<file path="src/sv/ats_pkg.sv">
// ----------------------------------------------------------------------------
// ats_pkg: shared types and constants for angle_to_step_rate
// Field widths, register indexes, fixed scale factors and the structs that
// pass configuration and per-request status between the pipeline modules.
// ----------------------------------------------------------------------------
`default_nettype none

package ats_pkg;

  // Configuration register widths.
  localparam int unsigned CPR_W   = 16;
  localparam int unsigned ANGLE_W = 9;
  localparam int unsigned RPM_W   = 12;
  localparam int unsigned CFG_W   = 16;
  localparam int unsigned ADDR_W  = 2;

  // Result field widths.
  localparam int unsigned PERIOD_W = 26;
  localparam int unsigned HALF_W   = 25;

  // Internal arithmetic widths.
  // Dividend 500000 * max_angle_deg fits 28 bits for any 9-bit angle.
  localparam int unsigned NUM_W  = 28;
  // 3 * max_rpm needs 14 bits; divisor 3 * max_rpm * remainder needs 30 bits.
  localparam int unsigned RPM3_W = 14;
  localparam int unsigned DEN_W  = 30;
  // Both sides of the tilt limit compare fit 25 bits.
  localparam int unsigned LIM_W  = 25;

  // Scale factors: 60e6 us/min over 360 deg, times 3 on the divisor side.
  localparam int unsigned STEP_SCALE  = 500000;
  localparam int unsigned DEG_PER_REV = 360;

  // Reset values of the configuration registers.
  localparam logic [CPR_W-1:0]   CPR_RESET   = CPR_W'(400);
  localparam logic [ANGLE_W-1:0] ANGLE_RESET = ANGLE_W'(50);
  localparam logic [RPM_W-1:0]   RPM_RESET   = RPM_W'(400);

  // Largest representable step period.
  localparam logic [NUM_W-1:0] PERIOD_MAX = NUM_W'(2 ** PERIOD_W - 1);

  // Configuration register indexes.
  typedef enum logic [ADDR_W-1:0] {
    REG_COUNTS_PER_REV = 2'd0,
    REG_MAX_ANGLE_DEG  = 2'd1,
    REG_MAX_RPM        = 2'd2
  } ats_reg_t;

  // Configuration as seen by the datapath, with precomputed products.
  typedef struct packed {
    logic [CPR_W-1:0]  cpr;
    logic [NUM_W-1:0]  num;
    logic [RPM3_W-1:0] rpm3;
    logic [LIM_W-1:0]  lim;
  } ats_cfg_t;

  // Sign information that travels with the remainder pipeline.
  typedef struct packed {
    logic neg;
    logic nz;
  } ats_sign_t;

  // Result flags that travel with the period divider.
  typedef struct packed {
    logic dir;
    logic active;
  } ats_res_t;

endpackage

`default_nettype wire

</file>
<file path="src/sv/ats_div_pipe.sv">
// ----------------------------------------------------------------------------
// ats_div_pipe: pipelined step period divider
// Divides the configured dividend by the per-request divisor, one quotient
// bit per stage over NUM_W stages, each reading its dividend bit directly;
// the user, not the block, keeps it constant while requests are in flight.
// ----------------------------------------------------------------------------
`default_nettype none

module ats_div_pipe
  import ats_pkg::*;
(
  input  wire logic             clk,
  input  wire logic             rst,
  input  wire logic             in_valid,
  input  wire logic [DEN_W-1:0] in_den,
  input  ats_res_t              in_res,
  input  wire logic [NUM_W-1:0] num,
  output logic                  out_valid,
  output logic [NUM_W-1:0]      out_quo,
  output ats_res_t              out_res
);

  logic             vld [NUM_W];
  logic [DEN_W-1:0] rem [NUM_W];
  logic [DEN_W-1:0] den [NUM_W];
  logic [NUM_W-1:0] quo [NUM_W];
  ats_res_t         res [NUM_W];

  for (genvar j = 0; j < NUM_W; j++) begin : g_stage
    logic             pv;
    logic [DEN_W-1:0] pr;
    logic [DEN_W-1:0] pdn;
    logic [NUM_W-1:0] pq;
    ats_res_t         pres;
    logic [DEN_W:0]   sh;
    logic             ge;

    if (j == 0) begin : g_first
      assign pv   = in_valid;
      assign pr   = '0;
      assign pdn  = in_den;
      assign pq   = '0;
      assign pres = in_res;
    end else begin : g_next
      assign pv   = vld[j-1];
      assign pr   = rem[j-1];
      assign pdn  = den[j-1];
      assign pq   = quo[j-1];
      assign pres = res[j-1];
    end

    // One restoring step on dividend bit NUM_W-1-j.
    assign sh = {pr, num[NUM_W-1-j]};
    assign ge = (sh >= {1'b0, pdn});

    always_ff @(posedge clk) begin
      if (rst) begin
        vld[j] <= 1'b0;
      end else begin
        vld[j] <= pv;
      end
    end

    always_ff @(posedge clk) begin
      rem[j] <= ge ? DEN_W'(sh - {1'b0, pdn}) : sh[DEN_W-1:0];
      den[j] <= pdn;
      quo[j] <= {pq[NUM_W-2:0], ge};
      res[j] <= pres;
    end
  end

  assign out_valid = vld[NUM_W-1];
  assign out_quo   = quo[NUM_W-1];
  assign out_res   = res[NUM_W-1];

endmodule

`default_nettype wire

</file>
<file path="config.mk">
export PLATFORM = sky130hd
export DESIGN_NAME = ats_div_pipe
export DESIGN_NICKNAME = d
export VERILOG_FILES = /design/src/sv/ats_pkg.sv /design/src/sv/ats_div_pipe.sv
export SDC_FILE = /design/constraint.sdc
export NUM_CORES = 2
export LEC_CHECK = 0
export BUFFER_PORTS_ARGS = -buffer_cell sky130_fd_sc_hd__clkbuf_2
export CAP_MARGIN = 20
export CORE_AREA = 8 8 548 658
export CTS_CLUSTER_SIZE = 25
export DETAILED_ROUTE_END_ITERATION = 8
export DIE_AREA = 0 0 556 666
export MAX_ROUTING_LAYER = met4
export SYNTH_ARGS = -nofsm -noshare
export SYNTH_HDL_FRONTEND = slang
export SYNTH_SLANG_ARGS = --single-unit
export TNS_END_PERCENT = 100
</file>
<file path="constraint.sdc">
create_clock -name clk -period 4.2 [get_ports clk]
set_input_delay 0.84 -clock clk [delete_from_list [all_inputs] [get_ports clk]]
set_output_delay 0.84 -clock clk [all_outputs]
set_load 0.02 [all_outputs]
</file>
==> results_dict.tcl <==
set metrics [dict create \
    status "complete, no violations" \
    cp_top_family "compound AO/OA/AOI/OAI gates" \
    r2r_cells 12 \
    syn_area_per_cell_um2 9.56 \
    rsz0062_at_grt "no" \
    synth.net_count 10700 \
    skew_ps 128 \
    regToRegSetupSlack_ps 410 \
    numCtsBuffers 221 \
    critPathLaunchType "register" \
    path_cells "inv_1, ha_1, and2_1, a311oi_1, o21ai_0, a21oi_1, o21ai_0, a21o_1, a21oi_1, o21a_1, buf_12, mux2_2" \
    fillers 36100 \
    clkSinkCount 2110 \
    core_area_um2 349000 \
    final_area_um2 109000 \
    hp-start "in_den[27]" \
    synth-async-reset-ratio_pct 0 \
    grt_pass1_vias 68000 \
    gp_congestion 0.930 \
    ys.warnings.count 0 \
    worstPathArrival_ps 4490 \
    fp.dieH_um 666 \
    synthCells 9822 \
    grt_pass1_wl_um 355000 \
    holdWs_ps 88.4 \
    critical_path_class "reg -> reg" \
    crit_start "den[20][10]" \
    port_buffers 93 \
    num_vias 67700 \
    cpMaxStageDelayCell "a311oi_1" \
    fin_crit_sh_pct 90.2 \
    synth.distinct_cells 94 \
    final_antenna_net_count 0 \
    crit-reg2reg-capture "rem[21][21]" \
    drive_above_1_share_pct 10.0 \
    max_stage_delay_ps 490 \
    rows 238 \
    netlist.area_leader.share_pct 45.0 \
    ys_top_cells_by_area "dfxtp_1 (45%), ha_1 (11%), mux2_2 (4.1%), inv_1 (4.0%), a21oi_1 (3.9%)" \
    place_area_um2 101000 \
    timing.rr.start "den[20][10]" \
    seq_area_um2 42200 \
    final_hold_viol_count 0 \
    grt_max_degree 57 \
    cts_tree "done" \
    worst_pin_slew_ps 942 \
    maxCapViolCount 0 \
    grt.total_usage_pct 12.0 \
    die_area_um2 370000 \
    dp_hpwl_um 176000 \
    min_period_ps 3790 \
    die_width_um 556 \
    nNetsFinal 11000 \
    ys_seq_elements 2110 \
    synth_flop_cell "dfxtp_1" \
    start_util_pct 26.9 \
    clk_pin_slew_ps 60 \
    antenna_found_initial 5 \
    clockBufferDepth 4 \
    path_depth 12 \
    avgViaCountPerCell 4.53 \
    final-max-slew-violation-count 0 \
    first_pass_iters 5 \
    critPathCaptureType "register" \
    drc_errors 0 \
    syn_area_um2 93900 \
    ys_seq_area_share_pct 45.0 \
    vdd_drop_max_v 0.000503 \
    final_cells 14900 \
    dp.cells 14500 \
    clk_latency_ps 970 \
    setup_viol 0 \
    first_iter_violations 3172 \
    htreeDepth 4 \
    hold_path.class "in -> reg" \
    multiInputGateArea_um2 47100 \
    cp_max_fo 26 \
    leakage_nw 50.8 \
    io_pins 94 \
    crit_path_end "rem[21][21]" \
    drt-wirelength-per-cell_um 15.0 \
    drt-total-wl_um 224000 \
    fin_setup_tns_ps 0 \
    synth_top_area_cell "dfxtp_1" \
    synth_edf_count 0 \
    root_buffer "clkbuf_16" \
    p_per_area_nw_per_um2 455 \
    cp.buffers_inverters 2 \
    crit_required_ps 4900 \
    syn_to_final_growth_pct 15.6 \
    slew-limit-headroom_pct 36.4 \
    fmax_mhz 264 \
    grt_overflow_total 0 \
]
==> per-stage QoR <==
step                power, mW  worst slack, ps  utilization [%]
CTS                      50.2              420             31.1
finish                   49.4              413             31.1
floorplan                27.5              741                -
global placement         29.4             39.0             28.8
detailed placement       29.5             72.1             28.8
global route             51.9              191             31.1
==> worst register-to-register path, cell delays in order, from the launching register on <==
cell	delay, ps
dfxtp_1	460
inv_1	70
ha_1	350
and2_1	200
a311oi_1	490
o21ai_0	270
a21oi_1	320
o21ai_0	300
a21o_1	270
a21oi_1	130
o21a_1	200
buf_12	200
mux2_2	360
==> cell families after synthesis <==
group	after synthesis	synth area share, %
adder cells (fa/ha/maj)	838	11.4
AND/OR/NAND/NOR	2072	10.7
multiplexers	422	5.04
buffers and inverters	1225	5.01
XOR/XNOR	649	6.05
flip-flops	2110	45.0
AO/OA/AOI/OAI	2506	16.8
==> worst min-delay path by stage <==
stage	cells after the start	end	slack, ps
2_1_floorplan	0	quo[0][113]	310
3_3_place_gp	0	quo[0][144]	310
3_5_place_dp	0	quo[0][114]	310
4_1_cts	1	den[0][27]	3
5_1_grt	1	den[0][27]	30
6_report	1	den[0][27]	90
==> placed cells by master, fill, tap and decap left out, types with 120 or more instances in the layout <==
cell / n
a21o_1: 438
a21oi_1: 729
clkbuf_16: 222
dfxtp_1: 2110
ha_1: 812
inv_1: 996
mux2_2: 342
nand2_1: 615
nand3_1: 167
nor2_1: 477
nor2b_1: 168
nor3_1: 120
o21ai_0: 579
xnor2_1: 396
xor2_1: 253
==> cells in the mapped netlist, types with 37 or more instances <==
cell and n:
o21a_1 114, buf_2 41, clkbuf_1 164, a21boi_0 39
a21o_1 438, o31ai_1 46, inv_1 996, xor2_1 253
o21ai_0 580, a31oi_1 85, nor3_1 120, nand2_1 617
dfxtp_1 2110, and3_1 94, a211oi_1 69, nand3_1 167
mux2i_1 43, o211ai_1 45, nand2b_1 78, xnor2_1 396
o21bai_1 67, nand4_1 114, mux2_2 342, a21oi_1 734
or3_1 39, nor2_1 478, nor4_1 37, nor2b_1 169
ha_1 812
==> state kept, by name, indices dropped and copies added, names as in the netlist <==
register / cells
vld: 28
rem: 810
quo: 406
den: 810
res: 56
==> cell type report <==
cell class                      instances  area share [%]
Antenna cell                            3         0.00692
Clock buffer                          294            5.74
Clock inverter                        114            1.34
Inverter                              999            3.46
Multi-Input combinational cell       6487            43.4
Sequential cell                      2110            38.9
Tap cell                             4680            5.40
Timing Repair Buffer                  238            1.72
==> metal layers <==
| layer | up-vias | part of all wire [%] | wire length [um] | track usage (%) |
|---|---|---|---|---|
| met5 | - | 0 | 0 | - |
| met4 | 0 | 6.1 | 13600 | 6.19 |
| met3 | 582 | 3.0 | 6680 | 1.42 |
| met2 | 1224 | 51 | 116000 | 22.4 |
| met1 | 31300 | 39 | 88600 | 12.2 |
| li1 | 34600 | - | - | - |
==> report_power, final <==
part	total (mW)	internal (mW)	switching, mW
Clock	20.3	12.0	8.38
Sequential	21.8	21.1	0.680
Combinational	7.30	3.18	4.12
==> repair_timing <==
| action | in CTS | in global routing |
|---|---|---|
| hold buffers | 27 | 0 |
| resized for setup | 0 | 0 |
| hold endpoints to repair | 27 | 0 |
| buffers inserted | 0 | 0 |
Power figures use the tool's default switching activity.
