### src/sv/ats_pkg.sv
// ----------------------------------------------------------------------------
// ats_pkg: shared types and constants for angle_to_step_rate
// Field widths, register indexes, fixed scale factors and the structs that
// pass configuration and per-request status between the pipeline modules.
// ----------------------------------------------------------------------------
`default_nettype none

package ats_pkg;

  // Configuration register widths.
  localparam int unsigned CPR_W   = 16;
  localparam int unsigned ANGLE_W = 9;
  localparam int unsigned RPM_W   = 12;
  localparam int unsigned CFG_W   = 16;
  localparam int unsigned ADDR_W  = 2;

  // Result field widths.
  localparam int unsigned PERIOD_W = 26;
  localparam int unsigned HALF_W   = 25;

  // Internal arithmetic widths.
  // Dividend 500000 * max_angle_deg fits 28 bits for any 9-bit angle.
  localparam int unsigned NUM_W  = 28;
  // 3 * max_rpm needs 14 bits; divisor 3 * max_rpm * remainder needs 30 bits.
  localparam int unsigned RPM3_W = 14;
  localparam int unsigned DEN_W  = 30;
  // Both sides of the tilt limit compare fit 25 bits.
  localparam int unsigned LIM_W  = 25;

  // Scale factors: 60e6 us/min over 360 deg, times 3 on the divisor side.
  localparam int unsigned STEP_SCALE  = 500000;
  localparam int unsigned DEG_PER_REV = 360;

  // Reset values of the configuration registers.
  localparam logic [CPR_W-1:0]   CPR_RESET   = CPR_W'(400);
  localparam logic [ANGLE_W-1:0] ANGLE_RESET = ANGLE_W'(50);
  localparam logic [RPM_W-1:0]   RPM_RESET   = RPM_W'(400);

  // Largest representable step period.
  localparam logic [NUM_W-1:0] PERIOD_MAX = NUM_W'(2 ** PERIOD_W - 1);

  // Configuration register indexes.
  typedef enum logic [ADDR_W-1:0] {
    REG_COUNTS_PER_REV = 2'd0,
    REG_MAX_ANGLE_DEG  = 2'd1,
    REG_MAX_RPM        = 2'd2
  } ats_reg_t;

  // Configuration as seen by the datapath, with precomputed products.
  typedef struct packed {
    logic [CPR_W-1:0]  cpr;
    logic [NUM_W-1:0]  num;
    logic [RPM3_W-1:0] rpm3;
    logic [LIM_W-1:0]  lim;
  } ats_cfg_t;

  // Sign information that travels with the remainder pipeline.
  typedef struct packed {
    logic neg;
    logic nz;
  } ats_sign_t;

  // Result flags that travel with the period divider.
  typedef struct packed {
    logic dir;
    logic active;
  } ats_res_t;

endpackage

`default_nettype wire

### src/sv/ats_rem_pipe.sv
// ----------------------------------------------------------------------------
// ats_rem_pipe: pipelined remainder of the position magnitude
// Restoring division with one dividend bit per stage, POSITION_WIDTH stages.
// Only the remainder is kept; the sign flags travel alongside.
// ----------------------------------------------------------------------------
`default_nettype none

module ats_rem_pipe
  import ats_pkg::*;
#(
  parameter int unsigned POSITION_WIDTH = 32
) (
  input  wire logic                      clk,
  input  wire logic                      rst,
  input  wire logic                      in_valid,
  input  wire logic [POSITION_WIDTH-1:0] in_mag,
  input  ats_sign_t                      in_sign,
  input  wire logic [CPR_W-1:0]          divisor,
  output logic                           out_valid,
  output logic [CPR_W-1:0]               out_rem,
  output ats_sign_t                      out_sign
);

  localparam int unsigned W = POSITION_WIDTH;

  logic             vld  [W];
  logic [CPR_W-1:0] rem  [W];
  logic [W-1:0]     dvd  [W];
  ats_sign_t        sgn  [W];

  for (genvar k = 0; k < W; k++) begin : g_stage
    logic             pv;
    logic [CPR_W-1:0] pr;
    logic [W-1:0]     pd;
    ats_sign_t        ps;
    logic [CPR_W:0]   sh;
    logic             ge;

    // Stage inputs come from the previous stage, or from the entry.
    if (k == 0) begin : g_first
      assign pv = in_valid;
      assign pr = '0;
      assign pd = in_mag;
      assign ps = in_sign;
    end else begin : g_next
      assign pv = vld[k-1];
      assign pr = rem[k-1];
      assign pd = dvd[k-1];
      assign ps = sgn[k-1];
    end

    // Bring down the next dividend bit and subtract when it fits.
    assign sh = {pr, pd[W-1]};
    assign ge = (sh >= {1'b0, divisor});

    always_ff @(posedge clk) begin
      if (rst) begin
        vld[k] <= 1'b0;
      end else begin
        vld[k] <= pv;
      end
    end

    always_ff @(posedge clk) begin
      rem[k] <= ge ? CPR_W'(sh - {1'b0, divisor}) : sh[CPR_W-1:0];
      dvd[k] <= pd << 1;
      sgn[k] <= ps;
    end
  end

  assign out_valid = vld[W-1];
  assign out_rem   = rem[W-1];
  assign out_sign  = sgn[W-1];

endmodule

`default_nettype wire

### config.mk
export PLATFORM = sky130hd
export DESIGN_NAME = ats_rem_pipe
export DESIGN_NICKNAME = d
export VERILOG_FILES = /design/src/sv/ats_pkg.sv /design/src/sv/ats_rem_pipe.sv
export SDC_FILE = /design/constraint.sdc
export NUM_CORES = 2
export LEC_CHECK = 0
export BUFFER_PORTS_ARGS = -buffer_cell sky130_fd_sc_hd__buf_2
export CAP_MARGIN = 20
export CORE_ASPECT_RATIO = 0.6
export CORE_MARGIN = 2
export CORE_UTILIZATION = 50
export DETAILED_ROUTE_END_ITERATION = 10
export HOLD_SLACK_MARGIN = 0.05
export PLACE_DENSITY = 0.64
export SLEW_MARGIN = 20
export SYNTH_ARGS = -nofsm -noshare
export SYNTH_HDL_FRONTEND = slang
export SYNTH_SLANG_ARGS = --single-unit
### constraint.sdc
create_clock -name clk -period 9.7 [get_ports clk]
set_input_delay 0.485 -clock clk [delete_from_list [all_inputs] [get_ports clk]]
set_output_delay 0.485 -clock clk [all_outputs]
set_load 0.005 [all_outputs]
==> impl_metrics.sql <==
INSERT INTO impl_metrics (metric_group, metric, value, unit) VALUES
('place', 'last_weighted_congestion_value_of_the_routability_driven_placer', '0.908', ''),
('sta', 'final_setup_fails', '0', ''),
('cells_and_area', 'antenna_cells_inserted', '0', ''),
('place', 'numPortBuffers', '71', ''),
('route', 'vias_per_cell', '5.43', ''),
('cells_and_area', 'fin_nets', '5598', ''),
('sta', 'timing.final.crit_share', '49.7', '%'),
('cells_and_area', 'layout-area-overhead-vs-synth', '12.0', '%'),
('route', 'drc', '0', ''),
('worst_hold_path', 'holdCritPathClass', 'in -> reg', ''),
('route', 'route.antenna.remaining_nets', '0', ''),
('setup_path', 'worst_setup_path_startpoint', 'divisor[1]', ''),
('sta', 'worst_pin_slew', '1000', 'ps'),
('setup_path', 'cp_data_required_time', '10290', 'ps'),
('grt', 'first_global_vias', '32300', ''),
('setup_path', 'most_frequent_cp_cell', 'buf_4', ''),
('place', 'detailedPlacementHpwl', '79800', 'microns'),
('power_and_ir_drop', 'total_switching_power', '6.46', 'mW'),
('place', 'placement.setup.worst_slack', '4750', 'ps'),
('sta', 'post_layout_min_period', '4820', 'ps'),
('grt', 'grt_pass1_wl', '178000', 'microns'),
('run', 'maxCapViolations', '0', ''),
('power_and_ir_drop', 'static_leak', '24.2', 'nW'),
('cells_and_area', 'layout-drive-gt1-share', '12.1', '%'),
('power_and_ir_drop', 'power.share.switching', '35.7', '%'),
('route', 'avgRoutedWirePerCell', '17.5', 'microns'),
('synth', 'synth_cell_types', '76', ''),
('synth', 'synth-async-reset-ratio', '0', '%'),
('sta', 'achievable_clock_frequency', '208', 'MHz'),
('floorplan', 'num_rows', '89', ''),
('route', 'vias', '34900', ''),
('cts', 'post_cts.resized_instances', '0', ''),
('setup_path', 'path_class', 'in -> reg', ''),
('floorplan', 'initial_utilization', '50.4', '%'),
('floorplan', 'die-width', '410', 'microns'),
('floorplan', 'floorplan.core_area', '98100', 'sq um'),
('sta', 'drv_slew', '0', ''),
('setup_path', 'critical_path.endpoint_type', 'register', ''),
('floorplan', 'die_area', '102000', 'sq um'),
('synth', 'yosys_warnings', '0', ''),
('synth', 'synth_enable_flop_cells', '0', ''),
('setup_path', 'startpoint_type', 'input port', ''),
('sta', 'grt_setup_unrepaired', 'false', ''),
('setup_path', 'critical_path.n_buffers_inverters', '6', ''),
('worst_hold_path', 'min_from', 'divisor[15]', ''),
('synth', 'synth_area_leaders', 'dfxtp_1 45%, ha_1 13%, mux2_2 6.3%, xnor2_1 3.8%, a21oi_1 3.8%', ''),
('route', 'drt_iter0_markers', '2849', ''),
('grt', 'antenna_found_initial', '1', ''),
('grt', 'grt-ovfl-total', '0', ''),
('route', 'count_of_tritonroute_iterations_in_the_first_routing_pass', '8', ''),
('cts', 'clkSlewWorstSetupHoldPaths', '70', 'ps'),
('power_and_ir_drop', 'power.share.combinational', '42.5', '%'),
('cts', 'clock_sinks', '1104', ''),
('power_and_ir_drop', 'power.internal', '11.6', 'mW'),
('power_and_ir_drop', 'clkPwrFrac', '23.4', '%'),
('floorplan', 'top_level_ports', '72', ''),
('synth', 'synth_top_area_share', '44.7', '%'),
('cts', 'cts_htree_levels', '3', ''),
('grt', 'grt_usage', '21.9', '%'),
('cts', 'root_buffer_cell', 'clkbuf_16', ''),
('outcome', 'status', 'finished clean', ''),
('synth', 'synth.most_common_cell', 'dfxtp_1', ''),
('setup_path', 'critical_path.max_fanout', '25', ''),
('synth', 'synthTopCellsByCount', '1104 x dfxtp_1, 498 x ha_1, 373 x a21oi_1', ''),
('synth', 'synth_flop_cell', 'dfxtp_1', ''),
('sta', 'count_of_final_hold_check_violations', '0', ''),
('setup_path', 'timing.critical_path.slowest_stage_cell', 'a21oi_2', ''),
('route', 'wirelength', '113000', 'microns'),
('power_and_ir_drop', 'max-vdd-ir-drop', '0.200', 'mV'),
('synth', 'postSynthNetCount', '5427', ''),
('setup_path', 'cp.arrival', '5410', 'ps');
metal layers:
layer / wire length (microns) / part of all wire, % / track usage, %
met3: 9010 / 8.0 / 5.64
met1: 60700 / 54 / 35.1
met5: 0 / 0 / 0
met4: 2100 / 1.9 / 4.83
met2: 40700 / 36 / 28.5
registers in the layout, indices dropped and copies added, names as in the netlist:
| register | flops |
|---|---|
| vld | 32 |
| sgn | 64 |
| dvd | 496 |
| rem | 512 |
power by group through the flow:
stage               Clock [mW]  Sequential, mW  Combinational, mW
floorplan                    0            5.97               6.15
global placement             0            6.25               7.44
detailed placement           0            6.24               7.53
CTS                       4.36            6.15               7.63
global route              4.54            6.25               8.58
finish                    4.24            6.17               7.69
path summary, 6_finish.rpt:
path	endpoint	slack, ps	cells after the start
worst max-delay path	rem[3][26]	4880	15
worst min-delay path	rem[0][11]	120	3
worst max register to register	rem[14][20]	5830	9
worst min register to register	dvd[4][56]	310	0
area by class of cell:
cell class | instances | area, sq um
Sequential cell | 1104 | 22100
Multi-Input combinational cell | 3504 | 26500
Tap cell | 1319 | 1650
Clock buffer | 126 | 2760
Timing Repair Buffer | 141 | 971
Inverter | 165 | 622
Clock inverter | 58 | 820
Fill cell | 8459 | 42700
cells in the final DEF (no fill, tap or decap), drive strengths merged, types with 52 or more instances in the layout:
cell type and count:
nor2b 105, nor3 78, xor2 150, mux2 287, o21ai 305, a21oi 374, nand2b 54, dfxtp 1104
xnor2 217, inv 176, ha 498, nand4 52, o21a 81, nor2 317, nand3 67, nand2 257
clkbuf 126, a21o 136, buf 105
metrics by stage:
step | cell area (sq um) | hold slack, ps | std cells | power (mW) | utilization [%]
2_1_floorplan | 49500 | 310 | 4845 | 12.1 | -
3_3_place_gp | 51400 | 310 | 6197 | 13.7 | 52.4
3_5_place_dp | 51400 | 312 | 6197 | 13.8 | 52.4
4_1_cts | 55400 | 83.5 | 6417 | 18.1 | 56.4
5_1_grt | 55400 | 94.0 | 6417 | 19.4 | 56.4
6_report | 55400 | 117 | 6417 | 18.1 | 56.4
cells by family (layout without fill, tap and decap cells):
logic type	count (synthesis)	in the layout	share of synthesized area, %
fa+ha+maj	529	529	13.9
compound gates	1216	1216	15.4
buf+inv	237	490	1.88
simple gates	1077	1077	10.5
mux	315	315	7.17
xor+xnor	367	367	6.50
flops	1104	1104	44.7
worst reg2reg max path, cell delays in order, from the launching register on:
cell     delay (ps)
dfxtp_1         380
ha_1            260
nor2b_1         150
o31ai_1         310
a21oi_1         190
o41ai_2         500
o21ai_0         230
or4_1           520
a21oi_2         800
mux2_2          420
timing repair:
action	4_1_cts	5_1_grt
buffers inserted	0	0
hold endpoints to repair	39	0
hold buffers	36	0
(Power assumes the default switching activity.)
