**src/sv/ats_pkg.sv**
```systemverilog
// ----------------------------------------------------------------------------
// ats_pkg: shared types and constants for angle_to_step_rate
// Field widths, register indexes, fixed scale factors and the structs that
// pass configuration and per-request status between the pipeline modules.
// ----------------------------------------------------------------------------
`default_nettype none

package ats_pkg;

  // Configuration register widths.
  localparam int unsigned CPR_W   = 16;
  localparam int unsigned ANGLE_W = 9;
  localparam int unsigned RPM_W   = 12;
  localparam int unsigned CFG_W   = 16;
  localparam int unsigned ADDR_W  = 2;

  // Result field widths.
  localparam int unsigned PERIOD_W = 26;
  localparam int unsigned HALF_W   = 25;

  // Internal arithmetic widths.
  // Dividend 500000 * max_angle_deg fits 28 bits for any 9-bit angle.
  localparam int unsigned NUM_W  = 28;
  // 3 * max_rpm needs 14 bits; divisor 3 * max_rpm * remainder needs 30 bits.
  localparam int unsigned RPM3_W = 14;
  localparam int unsigned DEN_W  = 30;
  // Both sides of the tilt limit compare fit 25 bits.
  localparam int unsigned LIM_W  = 25;

  // Scale factors: 60e6 us/min over 360 deg, times 3 on the divisor side.
  localparam int unsigned STEP_SCALE  = 500000;
  localparam int unsigned DEG_PER_REV = 360;

  // Reset values of the configuration registers.
  localparam logic [CPR_W-1:0]   CPR_RESET   = CPR_W'(400);
  localparam logic [ANGLE_W-1:0] ANGLE_RESET = ANGLE_W'(50);
  localparam logic [RPM_W-1:0]   RPM_RESET   = RPM_W'(400);

  // Largest representable step period.
  localparam logic [NUM_W-1:0] PERIOD_MAX = NUM_W'(2 ** PERIOD_W - 1);

  // Configuration register indexes.
  typedef enum logic [ADDR_W-1:0] {
    REG_COUNTS_PER_REV = 2'd0,
    REG_MAX_ANGLE_DEG  = 2'd1,
    REG_MAX_RPM        = 2'd2
  } ats_reg_t;

  // Configuration as seen by the datapath, with precomputed products.
  typedef struct packed {
    logic [CPR_W-1:0]  cpr;
    logic [NUM_W-1:0]  num;
    logic [RPM3_W-1:0] rpm3;
    logic [LIM_W-1:0]  lim;
  } ats_cfg_t;

  // Sign information that travels with the remainder pipeline.
  typedef struct packed {
    logic neg;
    logic nz;
  } ats_sign_t;

  // Result flags that travel with the period divider.
  typedef struct packed {
    logic dir;
    logic active;
  } ats_res_t;

endpackage

`default_nettype wire

```
**src/sv/ats_cfg.sv**
```systemverilog
// ----------------------------------------------------------------------------
// ats_cfg: configuration registers
// Holds the three writable registers and derives the constant dividend,
// the scaled speed and the tilt limit used by the datapath.
// ----------------------------------------------------------------------------
`default_nettype none

module ats_cfg
  import ats_pkg::*;
(
  input  wire logic              clk,
  input  wire logic              rst,
  input  wire logic              cfg_wr_en,
  input  wire logic [ADDR_W-1:0] cfg_addr,
  input  wire logic [CFG_W-1:0]  cfg_wdata,
  output ats_cfg_t               cfg
);

  logic [CPR_W-1:0]   counts_per_rev;
  logic [ANGLE_W-1:0] max_angle_deg;
  logic [RPM_W-1:0]   max_rpm;
  logic [NUM_W-1:0]   num;
  logic [RPM3_W-1:0]  rpm3;
  logic [LIM_W-1:0]   lim;

  // Register writes; unused indexes are ignored.
  always_ff @(posedge clk) begin
    if (rst) begin
      counts_per_rev <= CPR_RESET;
      max_angle_deg  <= ANGLE_RESET;
      max_rpm        <= RPM_RESET;
    end else if (cfg_wr_en) begin
      case (cfg_addr)
        REG_COUNTS_PER_REV: counts_per_rev <= cfg_wdata[CPR_W-1:0];
        REG_MAX_ANGLE_DEG:  max_angle_deg  <= cfg_wdata[ANGLE_W-1:0];
        REG_MAX_RPM:        max_rpm        <= cfg_wdata[RPM_W-1:0];
        default: ;
      endcase
    end
  end

  // Derived products follow the registers in the cycle after. The user must
  // change configuration only while no request is in flight; the block does
  // not enforce it. Products then settle long before requests use them.
  always_ff @(posedge clk) begin
    num  <= NUM_W'(max_angle_deg) * NUM_W'(STEP_SCALE);
    rpm3 <= (RPM3_W'(max_rpm) << 1) + RPM3_W'(max_rpm);
    lim  <= LIM_W'(max_angle_deg) * LIM_W'(counts_per_rev);
  end

  assign cfg.cpr  = counts_per_rev;
  assign cfg.num  = num;
  assign cfg.rpm3 = rpm3;
  assign cfg.lim  = lim;

endmodule

`default_nettype wire

```
**config.mk**
```make
export PLATFORM = sky130hd
export DESIGN_NAME = ats_cfg
export DESIGN_NICKNAME = d
export VERILOG_FILES = /design/src/sv/ats_pkg.sv /design/src/sv/ats_cfg.sv
export SDC_FILE = /design/constraint.sdc
export NUM_CORES = 1
export LEC_CHECK = 0
export ABC_AREA = 1
export ABC_CLOCK_PERIOD_IN_PS = 7800
export BUFFER_PORTS_ARGS = -buffer_cell sky130_fd_sc_hd__buf_2
export CAP_MARGIN = 25
export CORE_AREA = 2 2 129 131
export CTS_BUF_LIST = sky130_fd_sc_hd__clkbuf_4
export DETAILED_ROUTE_END_ITERATION = 8
export DIE_AREA = 0 0 131 133
export PLACE_DENSITY = 0.85
export SYNTH_ARGS = -nofsm -noshare
export SYNTH_HDL_FRONTEND = slang
export SYNTH_SLANG_ARGS = --single-unit
```
**constraint.sdc**
```tcl
create_clock -name clk -period 7.8 [get_ports clk]
set_clock_uncertainty 0.05 [all_clocks]
set_input_delay 0.39 -clock clk [delete_from_list [all_inputs] [get_ports clk]]
set_output_delay 0.39 -clock clk [all_outputs]
set_load 0.005 [all_outputs]
```
==> flow_metrics.env <==
export IMPL_critPathLaunchType="register"
export IMPL_fmax_ghz=0.2052
export IMPL_clock_latency_ns=0.52
export IMPL_die_h_um=133
export IMPL_maxCapViolations=0
export IMPL_die_area_mm2=0.01742
export IMPL_antenna_found_initial=2
export IMPL_netlist_area_mm2=0.01023
export IMPL_switching_share_pct=45.57
export IMPL_grt_pass1_wl_um=39230
export IMPL_root_buffer="clkbuf_4"
export IMPL_p_leak_nw=6.765
export IMPL_vias=8606
export IMPL_cp_max_fo=23
export IMPL_cts_sinks=99
export IMPL_hpwl_um=18530
export IMPL_numCtsBuffers=9
export IMPL_die_w_um=131
export IMPL_crit_chain="nand2_1, fa_1, inv_1, fa_1, inv_1, fa_1, fa_1, inv_1, ha_1, nand2_1, nand3_1, nand3_1, nand2_1, nand2_1, nand2_1, nand2_1, nand2_1"
export IMPL_crit_required_ns=8.16
export IMPL_ant_nets=0
export IMPL_switchingPower_mw=0.9130
export IMPL_portBuffers=98
export IMPL_status="complete, no violations"
export IMPL_grt_pass1_vias=8598
export IMPL_power_mw=2.003
export IMPL_finalHoldViolCount=0
export IMPL_path_class="register to register"
export IMPL_routed_wl_um=23120
export IMPL_ff2ff_path_depth=17
export IMPL_critPathSlowestCell="dfxtp_1"
export IMPL_dr_first_iter_drc_count=664
export IMPL_critPathMaxStageDelay_ns=1.03
export IMPL_wire_per_inst_um=13.84
export IMPL_post_route_period_util_pct=62.47
export IMPL_ir_worst_vdd_v=0.0002134
export IMPL_firstDrtPassIters=6
export IMPL_cts_setup_buffers=0
export IMPL_internal_power_mw=1.090
export IMPL_tns_ns=0
export IMPL_fp_coreArea_mm2=0.01617
export IMPL_drive_above_1_share_pct=8.282
export IMPL_io_pins=104
export IMPL_tritoncts="done"
export IMPL_fin_util_pct=67.64
export IMPL_area_growth_pct=6.974
export IMPL_end_kind="register"
export IMPL_seqPwrFrac_pct=33.2
export IMPL_overflow=0
export IMPL_whs_ns=0.03561
export IMPL_period_minus_slack_ns=4.873
export IMPL_ctsHtreeMaxLevel=3
export IMPL_hold_depth=3
export IMPL_synth_distinct_cells=28
export IMPL_hold_class="primary input to register"
export IMPL_comb_power_share_pct=53.1
export IMPL_route_detailed_drc=0
export IMPL_viasPerCell=5.150
export IMPL_ys_seq_area_share_pct=19.38
export IMPL_fillers=1316
export IMPL_ctsResizeCount=0
export IMPL_place_congestion=0.9440
export IMPL_fin_nets=1704
export IMPL_placementRows=47
export IMPL_setup_viol=0
export IMPL_path_clk_slew_ns=0.19
export IMPL_avgSynthCellArea_um2=7.426
export IMPL_maxSlewHeadroom_pct=32.07
export IMPL_clock_path_buffers=2
export IMPL_ys_seq_elements=99
export IMPL_powerDensity_mw_per_mm2=183.1
export IMPL_grt_max_degree=33
export IMPL_grtUsageTotal_pct=28.41
export IMPL_tightest_slew_ns=1.018
export IMPL_rsz0062_at_grt="no"
export IMPL_initial_utilization_pct=63.23
export IMPL_hold_buffers=0
export IMPL_crit_top_cell="nand2_1"
export IMPL_clock_power_share_pct=13.7
export IMPL_ys_warn_count=0
export IMPL_cp_arrival_ns=5.23
export IMPL_report_final_slew_viol_count=0
export IMPL_syn_inst=1377
per-stage QoR:
stage	std cells	worst slack, ns	area [um^2]
floorplan	1381	3.342	10240
global placement	1652	3.086	10800
detailed placement	1652	3.012	10800
CTS	1668	2.986	10920
global route	1671	2.617	10940
finish	1671	2.927	10940
per-layer routing:
metal  vias to the layer above  GRT usage (%)  share of wire (%)
li1                       4187              -                  -
met1                      4031          36.79                 42
met2                       329          46.75                 47
met3                        59          5.985                8.0
met4                         0          10.46                2.7
met5                         -              0                  0
placed cells by master (no fill, tap or decap):
| cell type | netlist | final |
|---|---|---|
| a21boi_2 | 1 | 1 |
| a21o_1 | 1 | 1 |
| a21oi_1 | 46 | 46 |
| a31oi_1 | 4 | 4 |
| and2_1 | 3 | 3 |
| buf_2 | 3 | 98 |
| buf_8 | 0 | 1 |
| clkbuf_4 | 0 | 9 |
| clkinv_2 | 0 | 2 |
| clkinvlp_4 | 0 | 1 |
| conb_1 | 1 | 5 |
| dfxtp_1 | 99 | 99 |
| diode_2 | 0 | 2 |
| fa_1 | 121 | 121 |
| ha_1 | 118 | 118 |
| inv_1 | 348 | 348 |
| inv_2 | 2 | 2 |
| inv_6 | 0 | 3 |
| inv_8 | 0 | 1 |
| nand2_1 | 383 | 383 |
| nand3_1 | 50 | 50 |
| nand4_1 | 6 | 6 |
| nor2_1 | 69 | 69 |
| nor3_1 | 7 | 7 |
| nor3_4 | 2 | 2 |
| o211ai_1 | 2 | 2 |
| o21a_1 | 1 | 1 |
| o21ai_0 | 29 | 29 |
| o21ai_1 | 3 | 3 |
| o21bai_1 | 6 | 6 |
| xnor2_1 | 6 | 6 |
| xor2_1 | 22 | 22 |
final timing paths:
kind	startpoint	slack (ns)	end
worst min-delay path	cfg_wdata[12]	0.04	counts_per_rev[12]
worst max-delay path	max_angle_deg[2]	2.93	lim[16]
worst max register to register	max_angle_deg[2]	2.93	lim[16]
worst min register to register	max_rpm[0]	0.39	rpm3[0]
power by group through the flow:
stage          clock network, mW  registers [mW]  logic (mW)
2_1_floorplan                  0           0.664       0.755
3_3_place_gp                   0           0.675        1.02
3_5_place_dp                   0           0.676        1.05
4_1_cts                    0.278           0.666        1.06
5_1_grt                    0.299           0.676        1.22
6_report                   0.275           0.665        1.06
registers in the layout (all words and copies together), names as in the netlist:
| name | count |
|---|---|
| max_rpm | 12 |
| num | 23 |
| rpm3 | 14 |
| max_angle_deg | 9 |
| counts_per_rev | 16 |
| lim | 25 |
final cells by class:
| class | instances | area, um^2 | area share [%] |
|---|---|---|---|
| multi-input cells | 885 | 6735 | 61.57 |
| flip-flops and latches | 99 | 1982 | 18.12 |
| inverters | 350 | 1314 | 12.01 |
| repair buffers | 99 | 505.5 | 4.621 |
| well taps | 220 | 275.3 | 2.516 |
| clock buffers | 9 | 67.56 | 0.6176 |
| clock inverters | 7 | 55.05 | 0.5033 |
| diodes | 2 | 5.005 | 0.04575 |
worst max-delay path: cells and delay by family, from the launching register on:
| kind | cells | cell delay [ns] |
|---|---|---|
| buffers and inverters | 3 | 0.16 |
| AND/OR/NAND/NOR | 9 | 1.02 |
| flip-flops | 1 | 1.03 |
| adder cells (fa/ha/maj) | 5 | 2.49 |
logic make-up (layout without fill, tap and decap cells):
logic type | after synthesis | after routing | synth area share (%)
AND/OR/NAND/NOR | 520 | 520 | 20.25
buffers and inverters | 397 | 465 | 14.90
adder cells (fa/ha/maj) | 239 | 239 | 38.13
flip-flops | 99 | 99 | 19.38
AO/OA/AOI/OAI | 93 | 93 | 4.906
XOR/XNOR | 28 | 28 | 2.398
other | 1 | 7 | 0.03667
cell usage after synthesis:
master	instances	area share [%]
nand3_1	50	2.4
dfxtp_1	99	19
inv_1	348	13
and2_1	3	0.18
xor2_1	22	1.9
o21ai_1	3	0.15
a21oi_1	46	2.3
nand2_1	383	14
ha_1	118	14
nor2_1	69	2.5
nor3_4	2	0.32
nor3_1	7	0.34
a21o_1	1	0.073
o21ai_0	29	1.4
buf_6	1	0.11
xnor2_1	6	0.51
buf_4	6	0.44
conb_1	1	0.037
clkbuf_1	37	1.4
buf_2	3	0.15
o21a_1	1	0.073
inv_2	2	0.073
a21boi_2	1	0.11
o21bai_1	6	0.44
a31oi_1	4	0.24
nand4_1	6	0.37
o211ai_1	2	0.15
fa_1	121	24
Power figures use the tool's default switching activity.
